## config.mk

```make
export PLATFORM = sky130hd
export DESIGN_NAME = header_crc8_frame_receiver
export DESIGN_NICKNAME = d
export VERILOG_FILES = /design/src/rtl/hcrc8_rx_pkg.sv /design/src/rtl/header_crc8_frame_receiver.sv /design/src/rtl/hcrc8_rx_crc.sv /design/src/rtl/hcrc8_rx_frame.sv
export SDC_FILE = /design/constraint.sdc
export NUM_CORES = 1
export LEC_CHECK = 0
export BUFFER_PORTS_ARGS = -buffer_cell sky130_fd_sc_hd__buf_2
export CORE_MARGIN = 1.5
export CORE_UTILIZATION = 50
export CTS_CLUSTER_SIZE = 14
export DETAILED_ROUTE_END_ITERATION = 10
export PLACE_DENSITY = 0.75
export SLEW_MARGIN = 15
export SYNTH_ARGS = -nofsm -noshare
export SYNTH_HDL_FRONTEND = slang
export SYNTH_SLANG_ARGS = --single-unit
```

## constraint.sdc

```tcl
create_clock -name clk -period 3.3 [get_ports clk]
set_clock_uncertainty 0.2 [all_clocks]
set_input_delay 0.33 -clock clk [delete_from_list [all_inputs] [get_ports clk]]
set_output_delay 0.33 -clock clk [all_outputs]
set_load 0.01 [all_outputs]
```

## src/rtl/hcrc8_rx_pkg.sv

```systemverilog
// Shared constants and types of the header-framed CRC-8 byte receiver.
package hcrc8_rx_pkg;

	localparam int unsigned BYTE_W = 8;
	localparam int unsigned WORD_W = 32;
	localparam int unsigned POS_W = 3;

	localparam logic [BYTE_W-1:0] CRC_POLY = 8'h31;
	localparam logic [BYTE_W-1:0] CRC_INIT = 8'hFF;
	localparam logic [BYTE_W-1:0] HEADER_RESET = 8'hAA;
	localparam logic [POS_W-1:0] PAYLOAD_BYTES = 3'd4;

	// One byte handed from the input stage to the frame tracker.
	typedef struct packed {
		logic take;
		logic [BYTE_W-1:0] data;
	} hcrc8_rx_beat_t;

	// Fields of one finished frame.
	typedef struct packed {
		logic [WORD_W-1:0] payload_word;
		logic [BYTE_W-1:0] received_check;
		logic [BYTE_W-1:0] computed_check;
		logic check_ok;
	} hcrc8_rx_result_t;

	// What the frame tracker reports about the byte now in the input stage.
	typedef struct packed {
		logic is_check;
		hcrc8_rx_result_t result;
	} hcrc8_rx_status_t;

endpackage

```

## src/rtl/header_crc8_frame_receiver.sv

```systemverilog
// Top level of the header-framed byte receiver with CRC-8 check.
//
// Received bytes arrive one beat at a time on the input channel (in_valid,
// in_stall, rx_byte). While hunting, bytes are dropped until one equals the
// header register. The next four bytes form the payload, least significant
// byte first, and the fifth is the transmitted CRC-8. A header value inside
// a frame is ordinary data. After the check byte one result beat leaves on
// the output channel (out_valid, out_stall and the four result fields),
// carrying the payload, both CRC values and a match flag; a failed check is
// still reported, with check_ok low.
// One byte per cycle unless a check byte stalls: the input register feeds
// the frame tracker, whose CRC step is eight unrolled xor-shift stages, and
// the result register holds a frame the cycle after its check byte is taken.
// A result waiting in the output register does not block payload bytes of
// the next frame; only a second check byte waits for the register to empty.
// Asynchronous reset (arst_n low) empties both stages, returns the tracker to
// header hunt and loads the header register with 0xAA. The user must write
// it via cfg_wr_en/cfg_wr_data only while no frame is open (not enforced).
module header_crc8_frame_receiver
	import hcrc8_rx_pkg::*;
(
	input  logic clk,
	input  logic arst_n,
	input  logic cfg_wr_en,
	input  logic [BYTE_W-1:0] cfg_wr_data,
	input  logic in_valid,
	output logic in_stall,
	input  logic [BYTE_W-1:0] rx_byte,
	output logic out_valid,
	input  logic out_stall,
	output logic [WORD_W-1:0] payload_word,
	output logic [BYTE_W-1:0] received_check,
	output logic [BYTE_W-1:0] computed_check,
	output logic check_ok
);

	logic [BYTE_W-1:0] header_q;
	logic valid_s1;
	logic [BYTE_W-1:0] rx_byte_s1;
	logic go_s1;
	logic out_valid_q;
	hcrc8_rx_result_t result_q;
	hcrc8_rx_beat_t beat;
	hcrc8_rx_status_t status;

	// Header register; user must write only while receiver is idle; not checked.
	always_ff @(posedge clk or negedge arst_n) begin
		if (!arst_n) begin
			header_q <= HEADER_RESET;
		end else if (cfg_wr_en) begin
			header_q <= cfg_wr_data;
		end
	end

	// The byte in the input stage moves on unless it is a check byte and the
	// result register still holds a frame that the consumer has not taken.
	assign go_s1 = !status.is_check || !out_valid_q || !out_stall;
	assign in_stall = valid_s1 && !go_s1;

	assign beat.take = valid_s1 && go_s1;
	assign beat.data = rx_byte_s1;

	// Input register.
	always_ff @(posedge clk or negedge arst_n) begin
		if (!arst_n) begin
			valid_s1 <= 1'b0;
		end else if (!in_stall) begin
			valid_s1 <= in_valid;
		end
	end

	always_ff @(posedge clk) begin
		if (in_valid && !in_stall) begin
			rx_byte_s1 <= rx_byte;
		end
	end

	hcrc8_rx_frame u_frame (
		.clk(clk),
		.arst_n(arst_n),
		.header_value(header_q),
		.beat(beat),
		.status(status)
	);

	// Result register: loads on a check byte, empties when the beat is taken.
	always_ff @(posedge clk or negedge arst_n) begin
		if (!arst_n) begin
			out_valid_q <= 1'b0;
		end else if (beat.take && status.is_check) begin
			out_valid_q <= 1'b1;
		end else if (!out_stall) begin
			out_valid_q <= 1'b0;
		end
	end

	always_ff @(posedge clk) begin
		if (beat.take && status.is_check) begin
			result_q <= status.result;
		end
	end

	assign out_valid = out_valid_q;
	assign payload_word = result_q.payload_word;
	assign received_check = result_q.received_check;
	assign computed_check = result_q.computed_check;
	assign check_ok = result_q.check_ok;

`ifndef SYNTHESIS
	a_stall_needs_byte: assert property (@(posedge clk) disable iff (!arst_n)
		in_stall |-> valid_s1 && out_valid_q)
		else $error("input stalled without a blocked check byte");

	a_flag_matches: assert property (@(posedge clk) disable iff (!arst_n)
		out_valid_q |-> check_ok == (received_check == computed_check))
		else $error("check_ok disagrees with the two CRC values");

	a_result_loaded: assert property (@(posedge clk) disable iff (!arst_n)
		beat.take && status.is_check |=> out_valid_q)
		else $error("check byte taken but no result beat presented");
`endif

endmodule

```

## src/rtl/hcrc8_rx_crc.sv

```systemverilog
// CRC-8 update over one byte, polynomial 0x31, MSB first.
module hcrc8_rx_crc
	import hcrc8_rx_pkg::*;
(
	input  logic [BYTE_W-1:0] crc,
	input  logic [BYTE_W-1:0] data,
	output logic [BYTE_W-1:0] crc_next
);

	always_comb begin
		logic [BYTE_W-1:0] c;
		c = crc ^ data;
		for (int k = 0; k < BYTE_W; k++) begin
			if (c[BYTE_W-1]) begin
				c = {c[BYTE_W-2:0], 1'b0} ^ CRC_POLY;
			end else begin
				c = {c[BYTE_W-2:0], 1'b0};
			end
		end
		crc_next = c;
	end

endmodule

```

## src/rtl/hcrc8_rx_frame.sv

```systemverilog
// Frame tracker: header hunt, payload collection and running CRC.
module hcrc8_rx_frame
	import hcrc8_rx_pkg::*;
(
	input  logic clk,
	input  logic arst_n,
	input  logic [BYTE_W-1:0] header_value,
	input  hcrc8_rx_beat_t beat,
	output hcrc8_rx_status_t status
);

	logic in_frame_q;
	logic [POS_W-1:0] byte_pos_q;
	logic [WORD_W-1:0] payload_q;
	logic [BYTE_W-1:0] crc_q;
	logic [BYTE_W-1:0] crc_next;

	hcrc8_rx_crc u_crc (
		.crc(crc_q),
		.data(beat.data),
		.crc_next(crc_next)
	);

	// Any position of four or more treats the byte as the check byte.
	always_comb begin
		status.is_check = in_frame_q && (byte_pos_q >= PAYLOAD_BYTES);
		status.result.payload_word = payload_q;
		status.result.received_check = beat.data;
		status.result.computed_check = crc_q;
		status.result.check_ok = (beat.data == crc_q);
	end

	always_ff @(posedge clk or negedge arst_n) begin
		if (!arst_n) begin
			in_frame_q <= 1'b0;
			byte_pos_q <= '0;
			payload_q <= '0;
			crc_q <= CRC_INIT;
		end else if (beat.take) begin
			if (!in_frame_q) begin
				if (beat.data == header_value) begin
					in_frame_q <= 1'b1;
					byte_pos_q <= '0;
					payload_q <= '0;
					crc_q <= CRC_INIT;
				end
			end else if (byte_pos_q < PAYLOAD_BYTES) begin
				payload_q <= {beat.data, payload_q[WORD_W-1:BYTE_W]};
				crc_q <= crc_next;
				byte_pos_q <= byte_pos_q + 1'b1;
			end else begin
				in_frame_q <= 1'b0;
				byte_pos_q <= '0;
			end
		end
	end

`ifndef SYNTHESIS
	a_pos_bound: assert property (@(posedge clk) disable iff (!arst_n)
		byte_pos_q <= PAYLOAD_BYTES)
		else $error("frame byte position ran past the check byte");

	a_idle_pos_zero: assert property (@(posedge clk) disable iff (!arst_n)
		!in_frame_q |-> byte_pos_q == '0)
		else $error("byte position not cleared while hunting for a header");

	a_check_ends_frame: assert property (@(posedge clk) disable iff (!arst_n)
		beat.take && status.is_check |=> !in_frame_q)
		else $error("frame not closed after its check byte");
`endif

endmodule

```

== After elaboration in Yosys (flattened, before gate mapping) ==
Index checks and enable logic that the tools add are counted.
W data, S select, Z words.

* Add/subtract/negate cells: 1
* Magnitude comparators: 2
* Equality and inequality tests: 4
* Muxes and demuxes: 22
* Bitwise logic cells: 9
* Reductions and logical operators: 15

{| class="wikitable"
|+ Operators by type and width
! cell !! count
|-
| $mux W32 || 3
|-
| $mux W6 || 8
|-
| $mux W8 || 3
|-
| $not A3 Y3 || 8
|-
| $eq A8 B8 Y1 || 2
|-
| $mux W3 || 3
|-
| $xor A8 B8 Y8 || 1
|-
| $logic_and A1 B1 Y1 || 5
|-
| $logic_not A1 Y1 || 5
|-
| $mux W1 || 5
|-
| $add A3 B1 Y3 const B || 1
|-
| $ge A3 B3 Y1 const B || 1
|-
| $lt A3 B3 Y1 const B || 1
|-
| $reduce_and A3 Y1 || 1
|-
| $logic_or A1 B1 Y1 || 2
|-
| $ne A2 B1 Y1 const B || 1
|-
| $ne A2 B2 Y1 const B || 1
|-
| $reduce_and A2 Y1 || 1
|-
| $reduce_bool A2 Y1 || 1
|}

* Register bits: 111
* Input port bits: 21
* Output and inout port bits: 51
* Logic and storage cells: 65

== Longest topological paths before layout ==
Gate-level depths: netlist of run 1.

* Depth in word-level cells: 19
* Gate-level depth with buffers: 6
* Gate-level depth less buffers: 5

== By module ==
Synthesis of run 1 repeated with hierarchy kept, for this count alone.

* Cells, all modules: 329
* Area total of the unflattened synthesis: 4393.0 sq um

{| class="wikitable"
|+ By module, submodules not included
! module !! instances !! cells each !! area each (sq um) !! seq. area each (sq um)
|-
| header_crc8_frame_receiver || 1 || 86 || 2147.1 || 1966.9
|-
| hcrc8_rx_frame || 1 || 224 || 2030.7 || 1111.1
|-
| hcrc8_rx_crc || 1 || 19 || 215.2 || 0.0
|}

== Worst setup path before layout of run 1 ==
OpenSTA, ideal clock, no wires.

* Kind: register to register
* From: reg out_valid_q, in the netlist out_valid
* To: reg result_q (netlist bit check_ok) (enable)
* Setup time: 0.457 ns
* Arrival: 2.724 ns
* Data required time: 2.643 ns
* Setup slack: -0.081 ns
* Cell stages (with the launch flop): 4
* Buffers on the path: 0
* Clock period less this slack: 3.381 ns
* Cells stage by stage: dfrtp_1 nand4_1 nand2_1 nor2_1

* Cells in the longest elaborated chain, start to end: 5

{| class="wikitable"
|+ Ends and longest elaborated chain
! what !! line !! text
|-
| start: declaration || header_crc8_frame_receiver.sv:41 || <nowiki>logic out_valid_q;</nowiki>
|-
| start signal: assignment || header_crc8_frame_receiver.sv:89 || <nowiki>out_valid_q <= 1'b0;</nowiki>
|-
| start signal: assignment || header_crc8_frame_receiver.sv:91 || <nowiki>out_valid_q <= 1'b1;</nowiki>
|-
| start signal: assignment || header_crc8_frame_receiver.sv:93 || <nowiki>out_valid_q <= 1'b0;</nowiki>
|-
| $logic_not A1 Y1 || header_crc8_frame_receiver.sv:57 || <nowiki>assign go_s1 = !status.is_check || !out_valid_q || !out_stall;</nowiki>
|-
| $logic_or A1 B1 Y1 (2 in a row) || header_crc8_frame_receiver.sv:57 ||
|-
| $logic_and A1 B1 Y1 || header_crc8_frame_receiver.sv:60 || <nowiki>assign beat.take = valid_s1 && go_s1;</nowiki>
|-
| $logic_and A1 B1 Y1 || header_crc8_frame_receiver.sv:98 || <nowiki>if (beat.take && status.is_check) begin</nowiki>
|-
| end signal: assignment || header_crc8_frame_receiver.sv:99 || <nowiki>result_q <= status.result;</nowiki>
|-
| end: declaration || header_crc8_frame_receiver.sv:42 || <nowiki>hcrc8_rx_result_t result_q;</nowiki>
|}

Every way passes these cells.
A chain may end at the register's enable or synchronous reset.

== Worst setup path after layout of run 1 ==
* From: reg rx_byte_s1[3]
* To: reg u_frame.payload_q[25]

* Cells in the longest elaborated chain, start to end: 3

{| class="wikitable"
|+ Ends and longest elaborated chain
! what !! line !! text
|-
| start: declaration || header_crc8_frame_receiver.sv:39 || <nowiki>logic [BYTE_W-1:0] rx_byte_s1;</nowiki>
|-
| start signal: assignment || header_crc8_frame_receiver.sv:74 || <nowiki>rx_byte_s1 <= rx_byte;</nowiki>
|-
| $eq A8 B8 Y1 || hcrc8_rx_frame.sv:41 || <nowiki>if (beat.data == header_value) begin</nowiki>
|-
| $reduce_bool A2 Y1 (no source line) || n/a ||
|-
| $reduce_and A3 Y1 (no source line) || n/a ||
|-
| end signal: assignment || hcrc8_rx_frame.sv:48 || <nowiki>payload_q <= {beat.data, payload_q[WORD_W-1:BYTE_W]};</nowiki>
|-
| end: declaration || hcrc8_rx_frame.sv:14 || <nowiki>logic [WORD_W-1:0] payload_q;</nowiki>
|}

Every way passes these cells.

==> run summary, run 1 <==
Min Tclk post-route = 2.39 ns
Die area = 8790 sq um
DR pass1 iterations = 5
Reg power frac = 0.537
Switching pwr = 1.13 mW
Tcrit/Tclk final = 0.724
Setup-failing EPs final = 0
Clock Power Share = 0.222
Initial antenna violation count = 0
Row count = 32
Clock Sinks = 111
Yosys reg bits = 111
Vias per cell = 5.17
Critical path class = register to register
Adder-Cell Fraction of Synth Area = 0.00304
Internal = 2.71 mW
Largest net degree at the start of global routing = 42
Sequential Area = 3080 sq um
Beginning of the critical path = rx_byte_s1[3]$_DFFE_PP_
Clk slew on worst S/H paths = 0.11 ns
Main synth FF type = edfxtp_1
Setup TNS = 0 ns
Avg Inst Size Synth = 17.2 sq um
Die Width = 93.8 um
First-pass GRT wire length = 11.4 mm
Total wire length = 6.94 mm
Total GRT Usage = 0.172
Post-CTS setup repair buffer count = 0
Largest family of logic cells by synthesized area = compound AO/OA/AOI/OAI gates
Number of global-route vias before repair = 2,280
PwrDens = 772 nW/um^2
Post-synthesis cell type count = 35
Min-delay worst type = input pin to register
Post-synth top area share = 0.415
CTS tree = yes
Compound-Gate Fraction of Synth Area = 0.0917
Post-Syn Instances = 239
RSZ-0062 raised after global routing = false
Initial DRC count = 112
Crit end category = register
Final hold vios = 0
Req. time, crit path = 3.35 ns
DIE HEIGHT = 93.8 um
Via count = 2,269
Arr. time, crit path = 2.44 ns
Layout cell share with drive strength beyond 1 = 0.356
Worst hold start = cfg_wr_data[3]
Layout area overhead = 20.7%
Clock Latency Late Sink = 0.35 ns
Critical path launch point type = register
Maxcap violations = 0
R2r startpoint = rx_byte_s1[3]$_DFFE_PP_
Post-route ant nets = 0
Net Sw Frac = 0.294
Final net count = 354
Overall power = 3.84 mW
Initial Util = 0.525
Post-cts sizing count = 0
# fillers = 610
Register area share after synthesis = 0.747
Worst slew margin = 0.549
Multiplexer share of the synthesized area = 0.0270
IO Count = 72
Max Freq = 419 MHz
Post-Place Cell Area = 4570 sq um
Most area-consuming cells after synthesis = edfxtp_1 42%, dfrtp_1 26%, dfstp_2 7.7%
Yosys warns = 0
Synth Area in XOR/XNOR = 0.0729
Asr flop ratio synth = 0.486
Worst-Margin Slew = 0.675 ns
Core area = 7850 sq um
Post-synth top area cell = edfxtp_1
Multi-input gate area = 938 sq um
Slew Viols, Final = 0
Drt wl/cell = 15.8 um
H-Tree Depth = 3
Number of synthesized flops with an enable pin = 57
Comb pwr share = 0.241
Pleak = 2.11 nW
Post-synthesis simple-gate area fraction = 0.0313
N_diodes = 0
Clk buf depth = 2
Status = finished, final reports clean
CTS buffer count = 9
Critical Path Fanout Max = 41
Syn Std Cell Area = 4120 sq um
DRC errors left = 0
Peak supply drop = 302 uV
Gr ovfl total = 0
Number of port buffers = 71
Final Cell Area = 4970 sq um
GP Congestion = 0.755
Synthesized net count = 261
Clk Tree Root Cell = clkbuf_8
HPWL after detailed placement = 4.74 mm
## critical path, cell delays in order (launching register included)
cell      delay (ns)
edfxtp_1        0.50
xor2_1          0.21
nor4_1          0.30
a41o_1          0.28
nand3_4         0.39
a22o_2          0.41
## metrics by stage
step                hold slack, ns  cells   util  setup WS [ns]
finish                      0.0146    439  0.634          0.911
global route               0.00115    439  0.634          0.788
CTS                        0.00409    439  0.634          0.876
detailed placement           0.208    405  0.583          0.887
global placement             0.189    405  0.583          0.924
floorplan                   -0.166    239      -          0.747
## cell usage in the layout (no fill, tap or decap), drive strengths merged, types with 2 or more instances in the layout
cell type     n
a21oi         2
a22o         34
a22oi         4
buf          74
clkbuf        9
clkinv        3
dfrtp        42
dfstp        12
dlygate4sd3  18
edfxtp       57
inv          13
mux2          9
nand2         7
nand3         2
nand4         3
nor2          4
xnor2        22
xor2          8
## layer usage
layer | share of wire | GRT usage | vias to the layer above | routed length [um]
li1 | - | - | 1070 | -
met1 | 0.44 | 0.233 | 1120 | 3040
met2 | 0.50 | 0.285 | 75 | 3490
met3 | 0.052 | 0.0340 | 4 | 364
met4 | 0.0059 | 0.0485 | 0 | 41
met5 | 0 | 0 | - | 0
## cell families after synthesis
| logic type | count (synthesis) |
|---|---|
| flops | 111 |
| compound gates | 44 |
| fa+ha+maj | 1 |
| buf+inv | 20 |
| xor+xnor | 30 |
| mux | 10 |
| simple gates | 23 |
## power groups by stage
stage / clock [mW] / combinational (mW) / sequential, mW
CTS: 0.872 / 0.938 / 2.07
global placement: 0 / 0.881 / 2.08
floorplan: 0 / 0.780 / 2.02
global route: 0.929 / 1.03 / 2.11
detailed placement: 0 / 0.913 / 2.10
finish: 0.854 / 0.924 / 2.06
## final timing paths
| check | to | slack [ns] | cells past startpoint |
|---|---|---|---|
| setup / recovery | u_frame.payload_q[25]$_DFFE_PN0P_ | 0.91 | 5 |
| hold / removal | header_q[3]$_DFFE_PN1P_ | 0.01 | 2 |
| setup reg to reg | u_frame.payload_q[25]$_DFFE_PN0P_ | 0.91 | 5 |
| hold reg to reg | payload_word[1]$_DFFE_PP_ | 0.26 | 0 |
| max in group asynchronous | u_frame.crc_q[4]$_DFFE_PN1P_ | 1.73 | 3 |
| min in group asynchronous | u_frame.payload_q[26]$_DFFE_PN0P_ | 0.33 | 2 |
## state kept, by name (all words and copies together), names as in the netlist
name,count
out_valid,1
valid_s1,1
u_frame.crc_q,8
u_frame.payload_q,32
header_q,8
received_check,8
u_frame.in_frame_q,1
payload_word,32
u_frame.byte_pos_q,3
computed_check,8
check_ok,1
rx_byte_s1,8
## cells in the mapped netlist (2+ instances only)
| master | count |
|---|---|
| a22oi_1 | 4 |
| a22o_1 | 33 |
| buf_6 | 4 |
| edfxtp_1 | 57 |
| dfrtp_1 | 42 |
| nand4_1 | 3 |
| mux2_2 | 9 |
| xor2_1 | 7 |
| dfstp_2 | 12 |
| inv_1 | 10 |
| nor2_1 | 4 |
| a21oi_1 | 2 |
| clkbuf_1 | 4 |
| nand2_1 | 7 |
| xnor2_1 | 18 |
| xnor2_2 | 4 |
## cell type report
cell class,instances,share of cell area
Sequential cell,111,0.619
Timing Repair Buffer,92,0.115
Multi-Input combinational cell,108,0.189
Clock inverter,7,0.0196
Tap cell,102,0.0257
Clock buffer,9,0.0249
Inverter,10,0.00755
## timing repair
action,CTS,global route
setup endpoints to repair,0,0
endpoints found under the hold margin,39,0
hold buffers,18,0
Power figures use the tool's default switching activity.
==> inputs of run 2 (changes only) <==
CORE_UTILIZATION = 55   (was 50)
PLACE_DENSITY = 0.79   (was 0.75)
clock period = 2.4 ns   (was 3.3 ns; I/O delays follow)
==> run 2 against run 1 <==
Effect of this change:
- worst hold slack improved by 0.080 ns
- design area increased by 0.38%
- wire length decreased by 4.9%
- utilization increased by 5.5 points
- combinational power increased by 41%
- sequential power increased by 38%
- sequential share of layout area decreased by 0.23 points
- non-clock buffer count increased by 6
- largest cell class unchanged
- largest power group unchanged
==> run summary, run 2 (synthesis gave the netlist of run 1 again) <==
Min-delay worst type = input pin to register
Setup-failing EPs final = 0 (unchanged)
FF-to-FF path depth = 6 (+1)
Commonest non-fill, non-tap cell in the layout = buf_2
Worst slew margin = 0.608 (+0.0585)
Multi-input gate area = 938 sq um (unchanged)
GP Congestion = 0.702 (-7.0%)
Slowest Stage Delay on Critical Path = 0.55 ns (+0.05 ns)
Status = finished, final reports clean
Total wire length = 6.60 mm (-4.9%)
Req. time, crit path = 2.44 ns (-0.91 ns)
Peak supply drop = 553 uV (+83%)
Clk buf depth = 2 (unchanged)
Post-route ant nets = 0 (unchanged)
Clock Latency Late Sink = 0.36 ns (about the same)
Final hold vios = 0 (unchanged)
Initial antenna violation count = 0 (unchanged)
WHS Path Cells = 2 (unchanged)
Number of port buffers = 71 (unchanged)
Final net count = 360 (+1.7%)
Total GRT Usage = 0.183 (+0.0114)
Slew Viols, Final = 0 (unchanged)
Vias per cell = 5.13 (-0.77%)
Layout area overhead = 21.2%
Number of global-route vias before repair = 2,136 (-6.3%)
Post-cts sizing count = 0 (unchanged)
Layout cell share with drive strength beyond 1 = 0.359 (+0.00252)
Pleak = 2.12 nW (+0.40%)
Gr ovfl total = 0 (unchanged)
First-pass GRT wire length = 10.6 mm (-7.8%)
Initial DRC count = 126 (+13%)
Critical Path, Cell by Cell = xor2_1 -> nor4_1 -> a41o_1 -> nand3_4 -> buf_4 -> a22o_1
# fillers = 499 (-18%)
IO Count = 72 (unchanged)
Maxcap violations = 0 (unchanged)
HPWL after detailed placement = 4.33 mm (-8.7%)
Critical path class = register to register
Die area = 8020 sq um (-8.8%)
Clk Tree Root Cell = clkbuf_8
N_diodes = 0 (unchanged)
DR pass1 iterations = 4 (-1)
Setup TNS = 0 ns (unchanged)
Die Width = 89.6 um (-4.5%)
DRC errors left = 0 (unchanged)
CTS buffer count = 9 (unchanged)
Most frequent cells in the layout = 71 x buf_2, 57 x edfxtp_1, 42 x dfrtp_1
Clock Sinks = 111 (unchanged)
Worst-Margin Slew = 0.589 ns (-0.0862 ns)
Critical Path Fanout Max = 41 (unchanged)
Critical path launch point type = register
Critical-path top delay cell = dfstp_2
Core area = 7250 sq um (-7.6%)
Arr. time, crit path = 2.20 ns (-0.24 ns)
RSZ-0062 raised after global routing = false
Via count = 2,267 (-0.088%)
Drt wl/cell = 14.9 um (-5.5%)
CTS tree = yes
PwrDens = 1020 nW/um^2 (+32%)
Largest net degree at the start of global routing = 42 (unchanged)
Sequential Area = 3080 sq um (unchanged)
H-Tree Depth = 3 (unchanged)
Util after Layout = 0.688 (+0.0545)
DIE HEIGHT = 89.6 um (-4.5%)
Crit end category = register
Initial Util = 0.568 (+0.0430)
Max Freq = 464 MHz (+11%)
Row count = 31 (-3.1%)
Overall power = 5.10 mW (+33%)
Min Tclk post-route = 2.15 ns (-0.235 ns)
Clk slew on worst S/H paths = 0.09 ns (-0.02 ns)
Tcrit/Tclk final = 0.898 (+0.174)
## run 2: final timing paths
kind	from	endpoint	slack [ns]
worst max-delay path	header_q[3]$_DFFE_PN1P_	u_frame.payload_q[20]$_DFFE_PN0P_	0.25
worst min-delay path	cfg_wr_en	header_q[2]$_DFFE_PN0P_	0.09
worst max register to register	header_q[3]$_DFFE_PN1P_	u_frame.payload_q[20]$_DFFE_PN0P_	0.25
worst min register to register	u_frame.payload_q[5]$_DFFE_PN0P_	payload_word[5]$_DFFE_PP_	0.26
max in group asynchronous	arst_n	u_frame.crc_q[0]$_DFFE_PN1P_	1.18
min in group asynchronous	arst_n	u_frame.payload_q[19]$_DFFE_PN0P_	0.20
## run 2: final cells by class
| cell class | count | area share |
|---|---|---|
| repair buffers | 98 | 0.129 |
| multi-input cells | 108 | 0.188 |
| flip-flops and latches | 111 | 0.617 |
| well taps | 99 | 0.0248 |
| clock inverters | 6 | 0.00877 |
| inverters | 10 | 0.00752 |
| clock buffers | 10 | 0.0256 |
## run 2: what timing repair did
action	CTS	global route
buffers inserted	0	0
hold buffers	19	0
hold endpoints to repair	40	0
## run 2: metrics by stage
stage	setup slack, ns	hold WS [ns]	area [sq um]	cells
after global placement	0.271	0.0337	4630	407
after detailed placement	0.240	0.0335	4630	407
after global routing	0.0823	0.0861	4990	442
after floorplan	0.383	-0.256	4130	239
final	0.246	0.0945	4990	442
after CTS	0.225	0.0743	4990	442
## run 2: per-layer routing
| metal | vias to the layer above | part of all wire | track usage |
|---|---|---|---|
| li1 | 1079 | - | - |
| met1 | 1100 | 0.45 | 0.255 |
| met2 | 78 | 0.48 | 0.277 |
| met3 | 10 | 0.054 | 0.0619 |
| met4 | 0 | 0.012 | 0.0559 |
| met5 | - | 0 | 0 |
## run 2: where the power goes
group	total (mW)	switching, mW	leakage [nW]	internal [mW]
Combinational	1.30	0.577	0.838	0.718
Sequential	2.84	0.318	1.20	2.52
Clock	0.967	0.584	0.0822	0.383
Total	5.10	1.48	2.12	3.62
## run 2: worst max-delay path, delay by kind of cell, from the launching register on
| kind | cells | cell delay [ns] |
|---|---|---|
| flip-flops | 1 | 0.55 |
| buffers and inverters | 1 | 0.27 |
| AO/OA/AOI/OAI | 2 | 0.59 |
| XOR/XNOR | 1 | 0.06 |
| AND/OR/NAND/NOR | 2 | 0.38 |
==> inputs of run 3 (changes only) <==
CELL_PAD_IN_SITES_DETAIL_PLACEMENT = 1   (was not set)
CELL_PAD_IN_SITES_GLOBAL_PLACEMENT = 1   (was not set)
CORE_UTILIZATION = 46   (was 55)
PLACE_DENSITY = not set   (was 0.79)
PLACE_DENSITY_LB_ADDON = 0.1   (was not set)
SLEW_MARGIN = 10   (was 15)
TNS_END_PERCENT = 100   (was not set)
==> run 3 against run 2 <==
Effect of this change:
- utilization decreased by 11 points
- die area grew 19%
- largest cell class unchanged
- sequential cell count unchanged
==> run summary, run 3 (synthesis gave the netlist of run 1 again) <==
WHS Path Cells = 2 (unchanged)
Crit end category = register
Worst hold start = cfg_wr_en
Most frequent cells in the layout = 71 x buf_2, 57 x edfxtp_1, 42 x dfrtp_1
Number of port buffers = 71 (unchanged)
Worst hold margin = 0.0625 ns (-0.0320 ns)
Req. time, crit path = 2.46 ns (+0.02 ns)
FF-to-FF path depth = 6 (unchanged)
PwrDens = 1050 nW/um^2 (+2.6%)
N_diodes = 0 (unchanged)
Clk slew on worst S/H paths = 0.10 ns (about the same)
Min Tclk post-route = 2.12 ns (-0.0309 ns)
Critical Path Fanout Max = 41 (unchanged)
Reg-to-Reg End = u_frame.payload_q[25]$_DFFE_PN0P_
Status = finished, final reports clean
Die Width = 97.6 um (+9.0%)
Min-delay worst type = input pin to register
Slew Viols, Final = 0 (unchanged)
Tcrit/Tclk final = 0.885 (-0.0129)
R2R setup slack = 0.28 ns (+0.03 ns)
CTS buffer count = 9 (unchanged)
Setup-failing EPs final = 0 (unchanged)
DRC errors left = 0 (unchanged)
Clk Tree Root Cell = clkbuf_8
GP Congestion = 0.682 (-2.8%)
Worst-Margin Slew = 0.724 ns (+0.136 ns)
Arr. time, crit path = 2.18 ns (-0.02 ns)
CTS tree = yes
Post-Place Cell Area = 4620 sq um (-0.13%)
Maxcap violations = 0 (unchanged)
Core area = 8720 sq um (+20%)
Total wire length = 7.49 mm (+14%)
Drt wl/cell = 16.6 um (+11%)
Layout area overhead = 21.7%
Total GRT Usage = 0.172 (-0.0116)
RSZ-0062 raised after global routing = false
Largest net degree at the start of global routing = 55 (+31%)
Via count = 2,309 (+1.9%)
R2r startpoint = rx_byte_s1[2]$_DFFE_PP_
Peak supply drop = 425 uV (-23%)
Commonest non-fill, non-tap cell in the layout = buf_2
Final Cell Area = 5010 sq um (+0.43%)
Clock Sinks = 111 (unchanged)
IO Count = 72 (unchanged)
Die area = 9530 sq um (+19%)
Layout cell share with drive strength beyond 1 = 0.363 (+0.00477)
Pleak = 2.13 nW (+0.61%)
Critical-path top delay cell = edfxtp_1
Clk buf depth = 2 (unchanged)
Critical path launch point type = register
DR pass1 iterations = 4 (unchanged)
HPWL after detailed placement = 4.99 mm (+15%)
Initial Util = 0.472 (-0.0956)
First-pass GRT wire length = 12.5 mm (+19%)
H-Tree Depth = 3 (unchanged)
Row count = 34 (+9.7%)
DIE HEIGHT = 97.6 um (+9.0%)
Gr ovfl total = 0 (unchanged)
Vias per cell = 5.11 (-0.40%)
Number of global-route vias before repair = 2,464 (+15%)
Critical Path, Cell by Cell = xor2_1 -> nor4_1 -> a41o_1 -> nand3_4 -> buf_12 -> a22o_2
Post-CTS setup repair buffer count = 0 (unchanged)
Worst slew margin = 0.517 (-0.0904)
Hold Path Sink = header_q[6]$_DFFE_PN0P_
Slowest Stage Delay on Critical Path = 0.46 ns (-0.09 ns)
Clock Latency Late Sink = 0.37 ns (about the same)
Setup TNS = 0 ns (unchanged)
Post-route ant nets = 0 (unchanged)
Final net count = 361 (+0.28%)
Initial DRC count = 74 (-41%)
Initial antenna violation count = 0 (unchanged)
Final hold vios = 0 (unchanged)
Max Freq = 471 MHz (+1.5%)
Delay-heaviest family, CP = compound AO/OA/AOI/OAI gates
Overall power = 5.25 mW (+3.0%)
Worst path bufs/invs = 1 (unchanged)
Critical path class = register to register
run 3: changes by cell type in the layout (fill, tap and decap cells not counted):
cell / change
clkinv_1: -1
clkinv_2: -1
inv_8: -1
buf_4: +3
clkinv_4: +2
bufinv_16: +1
buf_12: -2
run 3: stage by stage:
step / cells / utilization / worst slack [ns]
2_1_floorplan: 239 / - / 0.383
3_3_place_gp: 417 / 0.530 / 0.330
3_5_place_dp: 417 / 0.530 / 0.278
4_1_cts: 452 / 0.575 / 0.254
5_1_grt: 452 / 0.575 / 0.110
6_report: 452 / 0.575 / 0.277
run 3: routing by layer:
metal / GRT usage / vias to the layer above / share of wire / wire, um
met3: 0.0453 / 13 / 0.046 / 341
met4: 0.0692 / 0 / 0.016 / 117
met5: 0 / - / 0 / 0
met2: 0.279 / 61 / 0.51 / 3800
li1: - / 1076 / - / -
met1: 0.221 / 1159 / 0.43 / 3240
run 3: final cells by class:
class	instances	area, sq um
Fill cell	810	3710
Clock inverter	6	71.3
Tap cell	108	135
Timing Repair Buffer	99	626
Clock buffer	10	128
Sequential cell	111	3080
Inverter	10	37.5
Multi-Input combinational cell	108	938
run 3: where the power goes:
group	switching [mW]	internal (mW)	leakage (nW)
registers	0.318	2.52	1.20
logic	0.591	0.718	0.840
clock network	0.618	0.490	0.0931
run 3: worst max path at each step:
stage | cells past startpoint | from | slack, ns | to
5_1_grt | 6 | rx_byte_s1[2]$_DFFE_PP_ | 0.11 | u_frame.payload_q[25]$_DFFE_PN0P_
2_1_floorplan | 3 | out_valid$_DFFE_PN0P_ | 0.38 | check_ok$_DFFE_PP_
3_3_place_gp | 6 | rx_byte_s1[6]$_DFFE_PP_ | 0.33 | u_frame.payload_q[25]$_DFFE_PN0P_
4_1_cts | 6 | rx_byte_s1[2]$_DFFE_PP_ | 0.25 | u_frame.payload_q[25]$_DFFE_PN0P_
6_report | 6 | rx_byte_s1[2]$_DFFE_PP_ | 0.28 | u_frame.payload_q[25]$_DFFE_PN0P_
3_5_place_dp | 6 | rx_byte_s1[2]$_DFFE_PP_ | 0.28 | u_frame.payload_q[25]$_DFFE_PN0P_
run 3: repair_timing:
action	4_1_cts	5_1_grt
endpoints found under the setup margin	0	0
hold buffers	19	0
endpoints found under the hold margin	60	0
gates resized for setup	0	0
